[config.mk]
export PLATFORM = sky130hd
export DESIGN_NAME = number_to_word_tokens_top_flat
export DESIGN_NICKNAME = d
export VERILOG_FILES = /design/src/nwt_pkg.sv /design/src/nwt_if.sv /design/src/nwt_bcd.sv /design/src/nwt_emit.sv /design/src/number_to_word_tokens_top.sv /design/src/flat_wrapper.sv
export SDC_FILE = /design/constraint.sdc
export NUM_CORES = 1
export LEC_CHECK = 0
export BUFFER_PORTS_ARGS = -buffer_cell sky130_fd_sc_hd__buf_4
export CAP_MARGIN = 30
export CORE_ASPECT_RATIO = 1.2
export CORE_MARGIN = 2
export CORE_UTILIZATION = 53
export DETAILED_ROUTE_END_ITERATION = 10
export PLACE_DENSITY_LB_ADDON = 0.15
export SETUP_SLACK_MARGIN = 0.4
export SLEW_MARGIN = 10
export SYNTH_ARGS = -nofsm -noshare
export SYNTH_HDL_FRONTEND = slang
export SYNTH_SLANG_ARGS = --single-unit
[constraint.sdc]
create_clock -name clk_i -period 8.24 [get_ports clk_i]
set_input_delay 0.412 -clock clk_i [delete_from_list [all_inputs] [get_ports clk_i]]
set_output_delay 0.412 -clock clk_i [all_outputs]
set_load 0.02 [all_outputs]
[src/nwt_pkg.sv]
`timescale 1ns / 1ps
// ----------------------------------------------------------------------------
// Number-to-word token package
// Shared widths, token codes and the status type of the token emitter.
// ----------------------------------------------------------------------------
package nwt_pkg;

  localparam int unsigned NumW   = 31;
  localparam int unsigned WordW  = 5;
  localparam int unsigned NumDig = 10;
  localparam int unsigned CntW   = 5;

  // Token codes.
  localparam logic [WordW-1:0] TOK_ZERO     = 5'd0;
  localparam logic [WordW-1:0] TOK_TEN      = 5'd10;
  localparam logic [WordW-1:0] TOK_TENS_OFS = 5'd18;
  localparam logic [WordW-1:0] TOK_HUNDRED  = 5'd28;
  localparam logic [WordW-1:0] TOK_SCALE    = 5'd28;

  typedef logic [NumDig-1:0][3:0] digits_t;

  typedef struct packed {
    logic idle;
    logic done;
  } emit_stat_t;

endpackage

[src/nwt_if.sv]
`timescale 1ns / 1ps
// ----------------------------------------------------------------------------
// Number-to-word token channels
// Valid/ready channels for the input number and the output word tokens.
// ----------------------------------------------------------------------------
interface nwt_num_if;
  logic        valid;
  logic        ready;
  logic [30:0] number;

  modport source (output valid, output number, input ready);
  modport sink   (input valid, input number, output ready);
endinterface

interface nwt_tok_if;
  logic       valid;
  logic       ready;
  logic [4:0] word;
  logic       last_word;

  modport source (output valid, output word, output last_word, input ready);
  modport sink   (input valid, input word, input last_word, output ready);
endinterface

[src/nwt_bcd.sv]
`timescale 1ns / 1ps
// ----------------------------------------------------------------------------
// Binary to BCD converter
// Shift-and-add-3 unit that converts one bit per cycle into ten digits.
// ----------------------------------------------------------------------------
module nwt_bcd (
  input  logic                 clk_i,
  input  logic                 rst_ni,
  input  logic                 start_i,
  input  logic [30:0]          number_i,
  output logic                 done_o,
  output nwt_pkg::digits_t     digits_o
);
  import nwt_pkg::*;

  localparam logic [CntW-1:0] LastCnt = CntW'(NumW - 1);

  logic [NumW-1:0] bin_q, bin_d;
  digits_t         bcd_q, bcd_d;
  digits_t         adj;
  logic [CntW-1:0] cnt_q, cnt_d;
  logic            run_q, run_d;
  logic            done_q, done_d;

  // Digits of five or more get three added before each shift.
  always_comb begin
    for (int i = 0; i < NumDig; i++) begin
      adj[i] = (bcd_q[i] >= 4'd5) ? bcd_q[i] + 4'd3 : bcd_q[i];
    end
  end

  always_comb begin
    bin_d  = bin_q;
    bcd_d  = bcd_q;
    cnt_d  = cnt_q;
    run_d  = run_q;
    done_d = 1'b0;
    if (start_i) begin
      bin_d = number_i;
      bcd_d = '0;
      cnt_d = '0;
      run_d = 1'b1;
    end else if (run_q) begin
      {bcd_d, bin_d} = {adj, bin_q} << 1;
      cnt_d          = cnt_q + 1'b1;
      if (cnt_q == LastCnt) begin
        run_d  = 1'b0;
        done_d = 1'b1;
      end
    end
  end

  always_ff @(posedge clk_i or negedge rst_ni) begin
    if (!rst_ni) begin
      run_q  <= 1'b0;
      done_q <= 1'b0;
      cnt_q  <= '0;
    end else begin
      run_q  <= run_d;
      done_q <= done_d;
      cnt_q  <= cnt_d;
    end
  end

  always_ff @(posedge clk_i) begin
    bin_q <= bin_d;
    bcd_q <= bcd_d;
  end

  assign done_o   = done_q;
  assign digits_o = bcd_q;

  a_cnt_range: assert property (@(posedge clk_i) disable iff (!rst_ni)
    run_q |-> cnt_q <= LastCnt)
    else $error("bcd counter past last shift");
  a_done_ends_run: assert property (@(posedge clk_i) disable iff (!rst_ni)
    done_q |-> !run_q)
    else $error("bcd done while still shifting");
  a_start_idle: assert property (@(posedge clk_i) disable iff (!rst_ni)
    start_i |-> !run_q)
    else $error("bcd restarted while shifting");

endmodule

[src/nwt_emit.sv]
`timescale 1ns / 1ps
// ----------------------------------------------------------------------------
// Word token emitter
// Walks the four digit groups and pushes at most one word token per step.
// ----------------------------------------------------------------------------
module nwt_emit (
  input  logic                clk_i,
  input  logic                rst_ni,
  input  logic                start_i,
  input  nwt_pkg::digits_t    digits_i,
  output nwt_pkg::emit_stat_t stat_o,
  nwt_tok_if.source           tok_o
);
  import nwt_pkg::*;

  typedef enum logic [1:0] {E_IDLE, E_RUN, E_DONE} state_e;
  typedef enum logic [2:0] {PH_HD, PH_HW, PH_TN, PH_UN, PH_SC} phase_e;

  state_e           state_q;
  phase_e           phase_q;
  logic [1:0]       grp_q;
  logic             pend_v_q;
  logic [WordW-1:0] pend_q;
  logic             out_v_q;
  logic [WordW-1:0] word_q;
  logic             last_q;
  logic             done_q;

  logic [3:0]       hd, td, ud;
  logic             gnz;
  logic             tok_v;
  logic [WordW-1:0] tok;
  logic             can_push;
  logic             push;

  // Digits of the current group; the billion group has only one digit.
  always_comb begin
    unique case (grp_q)
      2'd3:    begin hd = 4'd0;        td = 4'd0;        ud = digits_i[9]; end
      2'd2:    begin hd = digits_i[8]; td = digits_i[7]; ud = digits_i[6]; end
      2'd1:    begin hd = digits_i[5]; td = digits_i[4]; ud = digits_i[3]; end
      default: begin hd = digits_i[2]; td = digits_i[1]; ud = digits_i[0]; end
    endcase
    gnz = (hd != 4'd0) || (td != 4'd0) || (ud != 4'd0);
  end

  always_comb begin
    tok_v = 1'b0;
    tok   = TOK_ZERO;
    unique case (phase_q)
      PH_HD: begin
        tok_v = (hd != 4'd0);
        tok   = {1'b0, hd};
      end
      PH_HW: begin
        tok_v = (hd != 4'd0);
        tok   = TOK_HUNDRED;
      end
      PH_TN: begin
        if (td == 4'd1) begin
          tok_v = 1'b1;
          tok   = TOK_TEN + {1'b0, ud};
        end else if (td != 4'd0) begin
          tok_v = 1'b1;
          tok   = TOK_TENS_OFS + {1'b0, td};
        end else begin
          tok_v = (ud != 4'd0);
          tok   = {1'b0, ud};
        end
      end
      PH_UN: begin
        tok_v = (td >= 4'd2) && (ud != 4'd0);
        tok   = {1'b0, ud};
      end
      PH_SC: begin
        tok_v = (grp_q != 2'd0) && gnz;
        tok   = TOK_SCALE + {3'b000, grp_q};
      end
      default: begin
        tok_v = 1'b0;
        tok   = TOK_ZERO;
      end
    endcase
  end

  assign can_push = !out_v_q || tok_o.ready;

  // A token moves into the output register when a newer one displaces the
  // held token, or when the walk closes and the held token becomes the last.
  assign push = can_push &&
                (((state_q == E_RUN) && tok_v && pend_v_q) || (state_q == E_DONE));

  always_ff @(posedge clk_i or negedge rst_ni) begin
    if (!rst_ni) begin
      state_q  <= E_IDLE;
      phase_q  <= PH_HD;
      grp_q    <= 2'd3;
      pend_v_q <= 1'b0;
      pend_q   <= TOK_ZERO;
      out_v_q  <= 1'b0;
      word_q   <= TOK_ZERO;
      last_q   <= 1'b0;
      done_q   <= 1'b0;
    end else begin
      done_q <= (state_q == E_DONE) && can_push;
      if (push) begin
        out_v_q <= 1'b1;
      end else if (tok_o.ready) begin
        out_v_q <= 1'b0;
      end
      unique case (state_q)
        E_IDLE: begin
          if (start_i) begin
            state_q  <= E_RUN;
            phase_q  <= PH_HD;
            grp_q    <= 2'd3;
            pend_v_q <= 1'b0;
          end
        end
        E_RUN: begin
          if (can_push) begin
            if (tok_v) begin
              if (pend_v_q) begin
                word_q  <= pend_q;
                last_q  <= 1'b0;
              end
              pend_q   <= tok;
              pend_v_q <= 1'b1;
            end
            if (phase_q == PH_SC) begin
              phase_q <= PH_HD;
              grp_q   <= grp_q - 2'd1;
              if (grp_q == 2'd0) begin
                state_q <= E_DONE;
              end
            end else begin
              phase_q <= phase_e'(phase_q + 3'd1);
            end
          end
        end
        E_DONE: begin
          // The held token is the final one; a number with no tokens is zero.
          if (can_push) begin
            word_q   <= pend_v_q ? pend_q : TOK_ZERO;
            last_q   <= 1'b1;
            pend_v_q <= 1'b0;
            state_q  <= E_IDLE;
          end
        end
        default: state_q <= E_IDLE;
      endcase
    end
  end

  assign tok_o.valid     = out_v_q;
  assign tok_o.word      = word_q;
  assign tok_o.last_word = last_q;
  assign stat_o.idle     = (state_q == E_IDLE);
  assign stat_o.done     = done_q;

  a_idle_no_pend: assert property (@(posedge clk_i) disable iff (!rst_ni)
    (state_q == E_IDLE) |-> !pend_v_q)
    else $error("token held while emitter idle");
  a_done_last: assert property (@(posedge clk_i) disable iff (!rst_ni)
    done_q |-> out_v_q && last_q)
    else $error("finish without a final token");
  a_start_idle: assert property (@(posedge clk_i) disable iff (!rst_ni)
    start_i |-> (state_q == E_IDLE))
    else $error("emitter started while busy");

endmodule

[src/number_to_word_tokens_top.sv]
`timescale 1ns / 1ps
// The accepted number is loaded and converted to BCD at one bit per cycle, then 20 sequencer
// steps walk the four digit groups and one closing step follows; output stalls delay the
// tokens. A new number is accepted only once the emitter has finished the previous one,
// so the BCD unit, the five-step walk of each group and the release of the block set the
// rate; output stalls slow it too. Reset clears all control state at once.
// ----------------------------------------------------------------------------
// Number to word tokens, top level
// Spells a 31-bit number as English number-word tokens, one per transaction.
// ----------------------------------------------------------------------------
module number_to_word_tokens_top (
  input  logic       clk_i,
  input  logic       rst_ni,
  nwt_num_if.sink    number_i,
  nwt_tok_if.source  token_o
);
  import nwt_pkg::*;

  // The block takes one number at a time. It is busy from the accepting
  // transaction until the emitter has placed the final token in its output
  // register; that token may still wait there while the next number enters.
  logic       busy_q;
  logic       accept;
  logic       bcd_done;
  digits_t    digits;
  emit_stat_t emit_stat;

  assign number_i.ready = !busy_q;
  assign accept         = number_i.valid && !busy_q;

  always_ff @(posedge clk_i or negedge rst_ni) begin
    if (!rst_ni) begin
      busy_q <= 1'b0;
    end else if (accept) begin
      busy_q <= 1'b1;
    end else if (emit_stat.done) begin
      busy_q <= 1'b0;
    end
  end

  // The shift-and-add-3 unit turns the number into ten decimal digits.
  nwt_bcd u_bcd (
    .clk_i    (clk_i),
    .rst_ni   (rst_ni),
    .start_i  (accept),
    .number_i (number_i.number),
    .done_o   (bcd_done),
    .digits_o (digits)
  );

  // The sequencer walks billion, million, thousand and unit groups in turn.
  // It holds back one token so that the final one can carry last_word.
  nwt_emit u_emit (
    .clk_i    (clk_i),
    .rst_ni   (rst_ni),
    .start_i  (bcd_done),
    .digits_i (digits),
    .stat_o   (emit_stat),
    .tok_o    (token_o)
  );

  a_accept_busy: assert property (@(posedge clk_i) disable iff (!rst_ni)
    accept |=> busy_q)
    else $error("not busy after accepting a number");
  a_free_idle: assert property (@(posedge clk_i) disable iff (!rst_ni)
    !busy_q |-> emit_stat.idle)
    else $error("emitter active while block is free");
  a_done_busy: assert property (@(posedge clk_i) disable iff (!rst_ni)
    bcd_done |-> busy_q)
    else $error("conversion finished with no number accepted");

endmodule
[src/flat_wrapper.sv]
// flat-port wrapper written by rule: the top's interface ports become plain ports
module number_to_word_tokens_top_flat import nwt_pkg::*;
  (clk_i, rst_ni, number_i_valid, number_i_number, number_i_ready, token_o_valid, token_o_word, token_o_last_word, token_o_ready);
  nwt_num_if number_i_i ();
  nwt_tok_if token_o_i ();
  input  logic clk_i;
  input  logic rst_ni;
  input wire logic [$bits(number_i_i.valid)-1:0] number_i_valid;
  input wire logic [$bits(number_i_i.number)-1:0] number_i_number;
  output wire logic [$bits(number_i_i.ready)-1:0] number_i_ready;
  output wire logic [$bits(token_o_i.valid)-1:0] token_o_valid;
  output wire logic [$bits(token_o_i.word)-1:0] token_o_word;
  output wire logic [$bits(token_o_i.last_word)-1:0] token_o_last_word;
  input wire logic [$bits(token_o_i.ready)-1:0] token_o_ready;
  assign number_i_i.valid = number_i_valid;
  assign number_i_i.number = number_i_number;
  assign number_i_ready = number_i_i.ready;
  assign token_o_valid = token_o_i.valid;
  assign token_o_word = token_o_i.word;
  assign token_o_last_word = token_o_i.last_word;
  assign token_o_i.ready = token_o_ready;
  number_to_word_tokens_top u_core (.clk_i(clk_i), .rst_ni(rst_ni), .number_i(number_i_i), .token_o(token_o_i));
endmodule
# == Yosys cells after proc, flatten, opt, wreduce, memory -nomap -nowiden ==
# Cells that the tools add are included.
# totals
register_bits,100
wordCells,165
# op_classes
add_sub_neg,16
order_cmp,11
eq_ne,18
mux,63
n_reduce_logical,33
# op_table
cell,n
31-bit 2-to-1 mux,2
5-bit 2-to-1 mux,9
4-bit by 3-bit >= comparator with 1-bit output (second input constant),10
4-bit by 2-bit adder with 4-bit output (second input constant),9
4-bit 2-to-1 mux,9
4-bit one-hot mux with 3 select lines,3
5-bit one-hot mux with 5 select lines,1
1-bit 2-to-1 mux,20
2-bit 2-to-1 mux,8
5-bit AND reduction,3
3-bit 2-to-1 mux,4
2-bit nonzero test,6
4-bit nonzero test,3
2-bit inequality test (second input constant),5
5-bit one-hot mux with 2 select lines,1
1-bit logical AND,7
2-bit == test (second input constant),3
3-bit by 2-bit == test with 1-bit output (second input constant),2
2-bit one-hot mux with 3 select lines,1
3-bit one-hot mux with 2 select lines,1
3-bit AND reduction,2
4-bit by 4-bit adder with 5-bit output (first input constant),1
5-bit by 1-bit adder with 5-bit output (second input constant),1
5-bit by 4-bit adder with 5-bit output (first input constant),1
22 further kinds,29

# == Logic depth before layout (Yosys ltp) ==
# Gate-level depths: netlist (run 1).
# logic_depth
depth_word,12
mapped_depth,11
mapped_depth_nobuf,10

# == Cells and area by module ==
# Synthesis (run 1) repeated with hierarchy kept, for this count alone.
# hier_totals
hier_cells,585
area_unflattened_um2,5765.5
# by_module_without_submodules
module,n_inst,cells_per_inst,area_per_inst_um2,seq_area_each_um2
nwt_bcd,1,395,4025.1,1906.8
nwt_emit,1,186,1695.4,528.0
number_to_word_tokens_top,1,4,45.0,25.0

# == Worst setup path before layout (run 1) ==
# Ideal clock, no wire load.
# synth_path
path_type,register to register
start,register u_core.u_emit.grp_q[0]
end,register u_core.u_emit.pend_q[2]
setup_time_ns,0.125
arrival_ns,2.469
required_ns,8.115
slack_ns,5.647
stages_incl_launch_ff,11
period_less_slack_ns,2.593
cell_sequence,dfstp_2 inv_1 ha_1 clkbuf_8 a222oi_1 mux2i_1 ha_1 mux2_2 mux2i_1 o21ai_0 mux2_2
# synth_via
elab_chain_len,8
# synth_lines
element,line_no,text
start: declaration,nwt_emit.sv:21,logic [1:0] grp_q;
start signal: assignment,nwt_emit.sv:132,grp_q <= grp_q - 2'd1;
"parallel branches: the longest is 8 deep, another holds 5-bit by 4-bit adder with 5-bit output",--,
end signal: assignment,nwt_emit.sv:127,pend_q <= tok;
end: declaration,nwt_emit.sv:23,logic [WordW-1:0] pend_q;
# Several ways; the timed one is not identified.
# A chain may end at the register's enable or synchronous reset.

# == Worst setup path in the final report (run 1) ==
# layout_path
start,register u_core.u_emit.grp_q[0]
end,register u_core.u_emit.pend_q[1]
# The elaborated chain is that of the path after synthesis.

==> reports/metrics.yaml, run 1 <==
status:
  outcome: "completed"
synthesis:
  syn-cell-area_mm2: 0.005520
  syn_inst: 566
  ys.flop_type: "dfxtp_1"
  ys_seq_area_share_pct: 44.56
  synthTopCellsByArea: "edfxtp_1 (17%), dfxtp_1 (15%), dfrtp_1 (12%)"
  ys_warn_count: 0
  ys_ff_latch: 100
  postSynth.asyncResetShare_pct: 29.00
  synth_cell_types: 51
  syn_nets: 634
  syn-mean-instance-area_um2: 9.753
  synth-edff-count: 31
  yosysTopAreaCell: "edfxtp_1"
  synth_top_area_share_pct: 16.86
global_route:
  antenna_found_initial: 0
  grt_pass1_wl_mm: 18.21
  grt_pass1_vias: 3785
  grt_max_degree: 81
  gr-usage-all-layers_pct: 19.92
  overflow: 0
timing:
  hold_viol: 0
  period_share_pct: 38.06
  skew_ns: 0.009437
  final-setup-viol-count: 0
  timing.fmax_mhz: 318.9
  finalMaxSlewViolations: 0
  fin_setup_tns_ns: 0
  min_period_ns: 3.136
  maxSlewHeadroom_pct: 38.75
  rsz0062_at_grt: "false"
  worst_pin_slew_ns: 0.9187
worst_setup_path:
  cp-endpoint: "u_core.u_emit.pend_q[1]"
  crit_family: "compound AO/OA/AOI/OAI gates"
  crit_start: "u_core.u_emit.grp_q[0]"
  cp_slowest_cell: "a221oi_1"
  cp-end-kind: "register"
  r2r_setup_slack_ns: 5.10
  required_ns: 8.46
  worst-path-stages: 8
  path_max_fanout: 27
  worstReg2RegEnd: "u_core.u_emit.pend_q[1]"
  setup.worst_path.class: "register to register"
  cp_data_arrival_time_ns: 3.36
  critPathMaxStageDelay_ns: 0.60
  cp_cell_sequence: "inv_1 -> ha_1 -> a221oi_1 -> nor2_1 -> o41ai_2 -> o221ai_2 -> nand3_2 -> mux2_2"
  rr_worst_depth: 8
  start_kind: "register"
  worst-path-buf-inv: 1
  reg2reg_from: "u_core.u_emit.grp_q[0]"
worst_hold_path:
  min_path_type: "primary input to register"
clocking:
  post-cts-setup-buffers: 0
  cts-htree-levels: 3
  clockBufferDepth: 2
  cts_buffers: 9
  cts_root_buffer: "clkbuf_16"
  cts_sinks: 100
  cts.reportedPaths.clkPinSlew_ns: 0.07
  cts_tree: "built"
  worstSkewPairLatency_ns: 0.34
route:
  vias: 4097
  drt_first_pass_iters: 5
  drtIter0Drc: 239
  ant_nets: 0
  wl_per_cell_um: 14.76
  vias_per_cell: 5.628
  wirelength_mm: 10.74
  drc: 0
place:
  dpl.hpwl_mm: 7.640
  gp_congestion: 0.8796
  port_buffers: 42
floorplanning:
  dieArea_mm2: 0.01125
  die_h_um: 115.8
  core_mm2: 0.01006
  die_x_um: 97.17
  ioPinCount: 43
  placementRows: 40
  initial_core_util_pct: 54.88
flow_run:
  drv_cap: 0
power:
  power.leakage_nw: 2.693
  power_mw: 2.611
  ir_worst_vdd_mv: 0.1563
  pwr_density_cell_mw_per_mm2: 420.5
cells_and_area:
  diodes: 0
  drive_gt1_share_pct: 18.60
  final_core_util_pct: 61.74
  layout.nets: 665
  syn_to_final_growth_pct: 12.51
## flip-flops by register name (all words and copies together), names as in the netlist
signal                         cells
u_core.u_emit.pend_q               5
u_core.u_emit.pend_v_q             1
u_core.u_bcd.done_o                1
u_core.u_emit.tok_o.last_word      1
u_core.u_bcd.digits_o             40
u_core.u_emit.phase_q              3
u_core.u_emit.tok_o.word           5
u_core.u_bcd.bin_q                31
u_core.u_bcd.cnt_q                 5
u_core.busy_q                      1
u_core.u_emit.state_q              2
u_core.u_emit.tok_o.valid          1
u_core.u_emit.grp_q                2
u_core.u_bcd.run_q                 1
u_core.u_emit.done_q               1
## cell type report
type	count	area, µm²
clock buffers	10	229.0
clock inverters	6	72.57
fillers	869	3849
inverters	31	116.4
multi-input cells	409	2808
flip-flops and latches	100	2460
well taps	126	157.7
repair buffers	46	367.9
## logic make-up after synthesis
| kind of cell | share of synthesized area, % |
|---|---|
| xor gates and xnor gates | 3.966 |
| and+or+nand+nor | 13.67 |
| AOI/OAI and AO/OA | 14.78 |
| muxes | 10.83 |
| DFF | 44.56 |
| buffers and inverters | 4.714 |
| adders and majority gates | 7.480 |
## power breakdown
group          leakage [nW]  internal [mW]  switching [mW]
combinational          1.54          0.543           0.687
clock                 0.144          0.239           0.182
sequential             1.01          0.782           0.179
## routing by layer
layer	wire (µm)	up-vias	track usage, %
met5	0	-	0
met2	5191	77	32.50
li1	-	2067	-
met4	227	0	8.075
met3	359	13	3.559
met1	4966	1940	26.58
## through the flow
step	hold slack, ns	setup WS, ns	instance area, µm²	std cells
4_1_cts	0.3418	5.137	6211	728
6_report	0.3509	5.104	6211	728
3_3_place_gp	0.3483	5.262	5872	710
2_1_floorplan	0.1164	5.647	5520	566
5_1_grt	0.3411	4.863	6211	728
3_5_place_dp	0.3505	5.133	5899	711
## what timing repair did
item	CTS	global route
resized for setup	0	0
hold endpoints to repair	27	0
hold buffers	1	0
## worst min path at each step
| stage | from | slack [ns] | endpoint | cells past startpoint |
|---|---|---|---|---|
| 6_report | number_i_number[0] | 0.35 | u_core.u_bcd.bin_q[0] | 2 |
| 5_1_grt | number_i_number[0] | 0.34 | u_core.u_bcd.bin_q[0] | 2 |
| 4_1_cts | number_i_number[0] | 0.34 | u_core.u_bcd.bin_q[0] | 2 |
| 3_5_place_dp | rst_ni | 0.35 | u_core.u_bcd.cnt_q[4] | 1 |
| 3_3_place_gp | rst_ni | 0.35 | u_core.u_bcd.cnt_q[4] | 1 |
| 2_1_floorplan | rst_ni | 0.12 | u_core.busy_q | 0 |
## cell usage after synthesis (all sizes together) (11+ instances only)
| cell type | number |
|---|---|
| clkbuf | 19 |
| o21ai | 46 |
| nand2 | 44 |
| nand3 | 16 |
| nand2b | 15 |
| inv | 31 |
| edfxtp | 31 |
| mux2i | 17 |
| dfxtp | 40 |
| xor2 | 14 |
| mux2 | 38 |
| nor2 | 52 |
| a21oi | 49 |
| dfrtp | 27 |
| xnor2 | 11 |
| ha | 33 |
| nor3 | 15 |
## placed cells by master (no fill, tap or decap), drive strengths merged, types with 10 or more instances in the layout
master,synthesis,layout
edfxtp,31,31
inv,31,33
nand3,16,16
xnor2,11,11
nand2b,15,15
clkbuf,19,10
nor3,15,15
mux2i,17,17
nor2,52,52
buf,7,45
o21ai,46,46
xor2,14,14
ha,33,33
dfxtp,40,40
dfrtp,27,27
a21oi,49,49
nand2,44,44
mux2,38,38
Power figures use the tool's default switching activity.
==> inputs of run 2 (changes only) <==
ABC_AREA = 1   (was not set)
clock period = 3.1 ns   (was 8.24 ns; I/O delays follow)
==> run 2 against run 1 <==
Effect of this change:
- synthesized area increased by 0.75%
- sequential cell count is the same
- sequential power grew to 2.7 times the previous value
- non-clock buffer count grew 2
- critical path depth rose by 7
- critical endpoint is now u_core.u_emit.tok_o.word[3]
- largest power group unchanged
==> reports/metrics.yaml, run 2 <==
timing:
  finalMaxSlewViolations: 0
  hold_viol: 0
  whs_ns: 0.07225
  final-setup-viol-count: 0
  timing.fmax_mhz: 413.1
  maxSlewHeadroom_pct: 49.58
  worst_pin_slew_ns: 0.7545
  skew_ns: 0.004846
  fin_setup_tns_ns: 0
  min_period_ns: 2.421
  rsz0062_at_grt: "false"
  period_share_pct: 78.10
cells_and_area:
  diodes: 0
  syn_to_final_growth_pct: 13.12
  instances_no_fill: 887
  largest_reg_flops: 40
  drive_gt1_share_pct: 11.96
  layout.nets: 824
  layout_commonest_cell: "nand2_1"
  layout_common_cells: "nand2_1 (228), inv_1 (83), o21ai_0 (62)"
worst_setup_path:
  rr_worst_depth: 15
  cpMostUsedCell: "nand2_1"
  critPathMaxStageDelay_ns: 0.55
  start_kind: "register"
  cp_cell_sequence: "inv_1 -> ha_1 -> nand2_1 -> nand2_1 -> o21bai_1 -> o21ai_0 -> nor2_1 -> nand3_1 -> nand2_1 -> nand2_2 -> nand2_2 -> nand2_4 -> nand2_4 -> nand2_1 -> nand2_1"
  crit_start: "u_core.u_emit.grp_q[0]"
  cp-end-kind: "register"
  required_ns: 3.38
  cp_slowest_cell: "dfstp_2"
  reg2reg_from: "u_core.u_emit.grp_q[0]"
  path_max_fanout: 12
  cp_data_arrival_time_ns: 2.70
  setup.worst_path.class: "register to register"
synthesis:
  ys_warn_count: 0
  synth_top_area_share_pct: 16.74
  postSynth.asyncResetShare_pct: 29.00
  syn_inst: 719
  yosysTopAreaCell: "edfxtp_1"
  synth_cell_types: 42
  ys.flop_type: "dfxtp_1"
  ys_seq_area_share_pct: 44.23
  syn-cell-area_mm2: 0.005562
  synth-edff-count: 31
  syn-mean-instance-area_um2: 7.735
  ys_ff_latch: 100
  synth.most_common_cell: "nand2_1"
  synth.cells.most_frequent: "nand2_1 (230), inv_1 (83), o21ai_0 (62)"
  synthTopCellsByArea: "edfxtp_1 (17%), nand2_1 (16%), dfxtp_1 (14%)"
  syn_nets: 787
worst_hold_path:
  holdPathStages: 3
  min_path_type: "primary input to register"
  min_from: "number_i_number[29]"
route:
  drc: 0
  vias: 4741
  wl_per_cell_um: 14.04
  drt_first_pass_iters: 5
  vias_per_cell: 5.345
  wirelength_mm: 12.45
  drtIter0Drc: 246
  ant_nets: 0
clocking:
  cts_sinks: 100
  cts.reportedPaths.clkPinSlew_ns: 0.07
  cts_buffers: 9
  cts_root_buffer: "clkbuf_16"
  worstSkewPairLatency_ns: 0.35
  clockBufferDepth: 2
  cts_tree: "built"
  cts-htree-levels: 3
floorplanning:
  die_x_um: 97.51
  ioPinCount: 43
  initial_core_util_pct: 55.01
  placementRows: 40
  core_mm2: 0.01011
  die_h_um: 116.2
  dieArea_mm2: 0.01133
power:
  pwr_density_cell_mw_per_mm2: 1095
  ir_worst_vdd_mv: 0.4993
  power.leakage_nw: 3.103
  power_mw: 6.886
global_route:
  gr-usage-all-layers_pct: 22.77
  overflow: 0
  grt_pass1_vias: 4596
  antenna_found_initial: 0
  grt_pass1_wl_mm: 20.94
  grt_max_degree: 53
place:
  gp_congestion: 0.9506
  dpl.hpwl_mm: 9.051
  port_buffers: 42
  post-place-cells: 870
status:
  outcome: "completed"
flow_run:
  drv_cap: 0
[run 2: cell count changes in the layout (fill, tap and decap cells not counted), sizes merged, moves of 15 or more]
cell	change
inv	+52
mux2	-38
mux2i	-17
nand2	+192
nand2b	-15
o21ai	+23
[run 2: worst paths after layout]
path                                          endpoint  slack, ns
min in group asynchronous      u_core.u_emit.pend_q[4]       0.27
min                             u_core.u_bcd.bin_q[29]       0.07
max in group asynchronous       u_core.u_emit.grp_q[0]       2.53
max reg2reg                u_core.u_emit.tok_o.word[3]       0.68
min reg2reg                              u_core.busy_q       0.44
max                        u_core.u_emit.tok_o.word[3]       0.68
[run 2: layout make-up]
| type | count | area (µm²) |
|---|---|---|
| Fill cell | 948 | 3819 |
| Tap cell | 126 | 157.7 |
| Multi-Input combinational cell | 512 | 2686 |
| Clock buffer | 11 | 252.7 |
| Clock inverter | 5 | 35.03 |
| Inverter | 85 | 324.1 |
| Sequential cell | 100 | 2460 |
| Timing Repair Buffer | 48 | 375.4 |
[run 2: report_power, final]
part           internal [mW]  leakage [nW]  switching (mW)
sequential              2.09          1.03           0.485
clock                  0.590         0.142           0.499
combinational           1.22          1.93            2.01
[run 2: repair_timing]
| action | in CTS | in global routing |
|---|---|---|
| hold endpoints to repair | 27 | 0 |
| hold buffers | 1 | 0 |
| setup buffers | 0 | 0 |
| endpoints found under the setup margin | 0 | 12 |
| resized for setup | 0 | 4 |
[run 2: through the flow]
step	setup WS [ns]	instance area [µm²]	util [%]
2_1_floorplan	0.7991	5562	-
3_3_place_gp	0.6272	5986	59.21
3_5_place_dp	0.5130	5986	59.21
4_1_cts	0.5065	6284	62.15
5_1_grt	0.4412	6291	62.23
6_report	0.6791	6291	62.23
[run 2: per-layer routing]
| metal | vias to the layer above | track usage (%) | routed length, µm |
|---|---|---|---|
| li1 | 2427 | - | - |
| met1 | 2200 | 28.57 | 5649 |
| met2 | 91 | 38.90 | 6042 |
| met3 | 23 | 3.770 | 417 |
| met4 | 0 | 10.65 | 344 |
| met5 | - | 0 | 0 |
[run 2: kinds of logic (layout without fill, tap and decap cells)]
group / Yosys count / after routing / share of synthesized area (%)
xor+xnor: 11 / 11 / 1.732
flops: 100 / 100 / 44.23
compound gates: 151 / 151 / 15.61
buf+inv: 107 / 149 / 7.604
simple gates: 317 / 317 / 23.40
fa+ha+maj: 33 / 33 / 7.424
[run 2: worst max-delay path: cells and delay by family, from the launching register on]
family | cells | cell delay [ns]
buffers and inverters | 1 | 0.10
adder cells (fa/ha/maj) | 1 | 0.36
flip-flops | 1 | 0.55
AO/OA/AOI/OAI | 2 | 0.44
AND/OR/NAND/NOR | 11 | 0.93
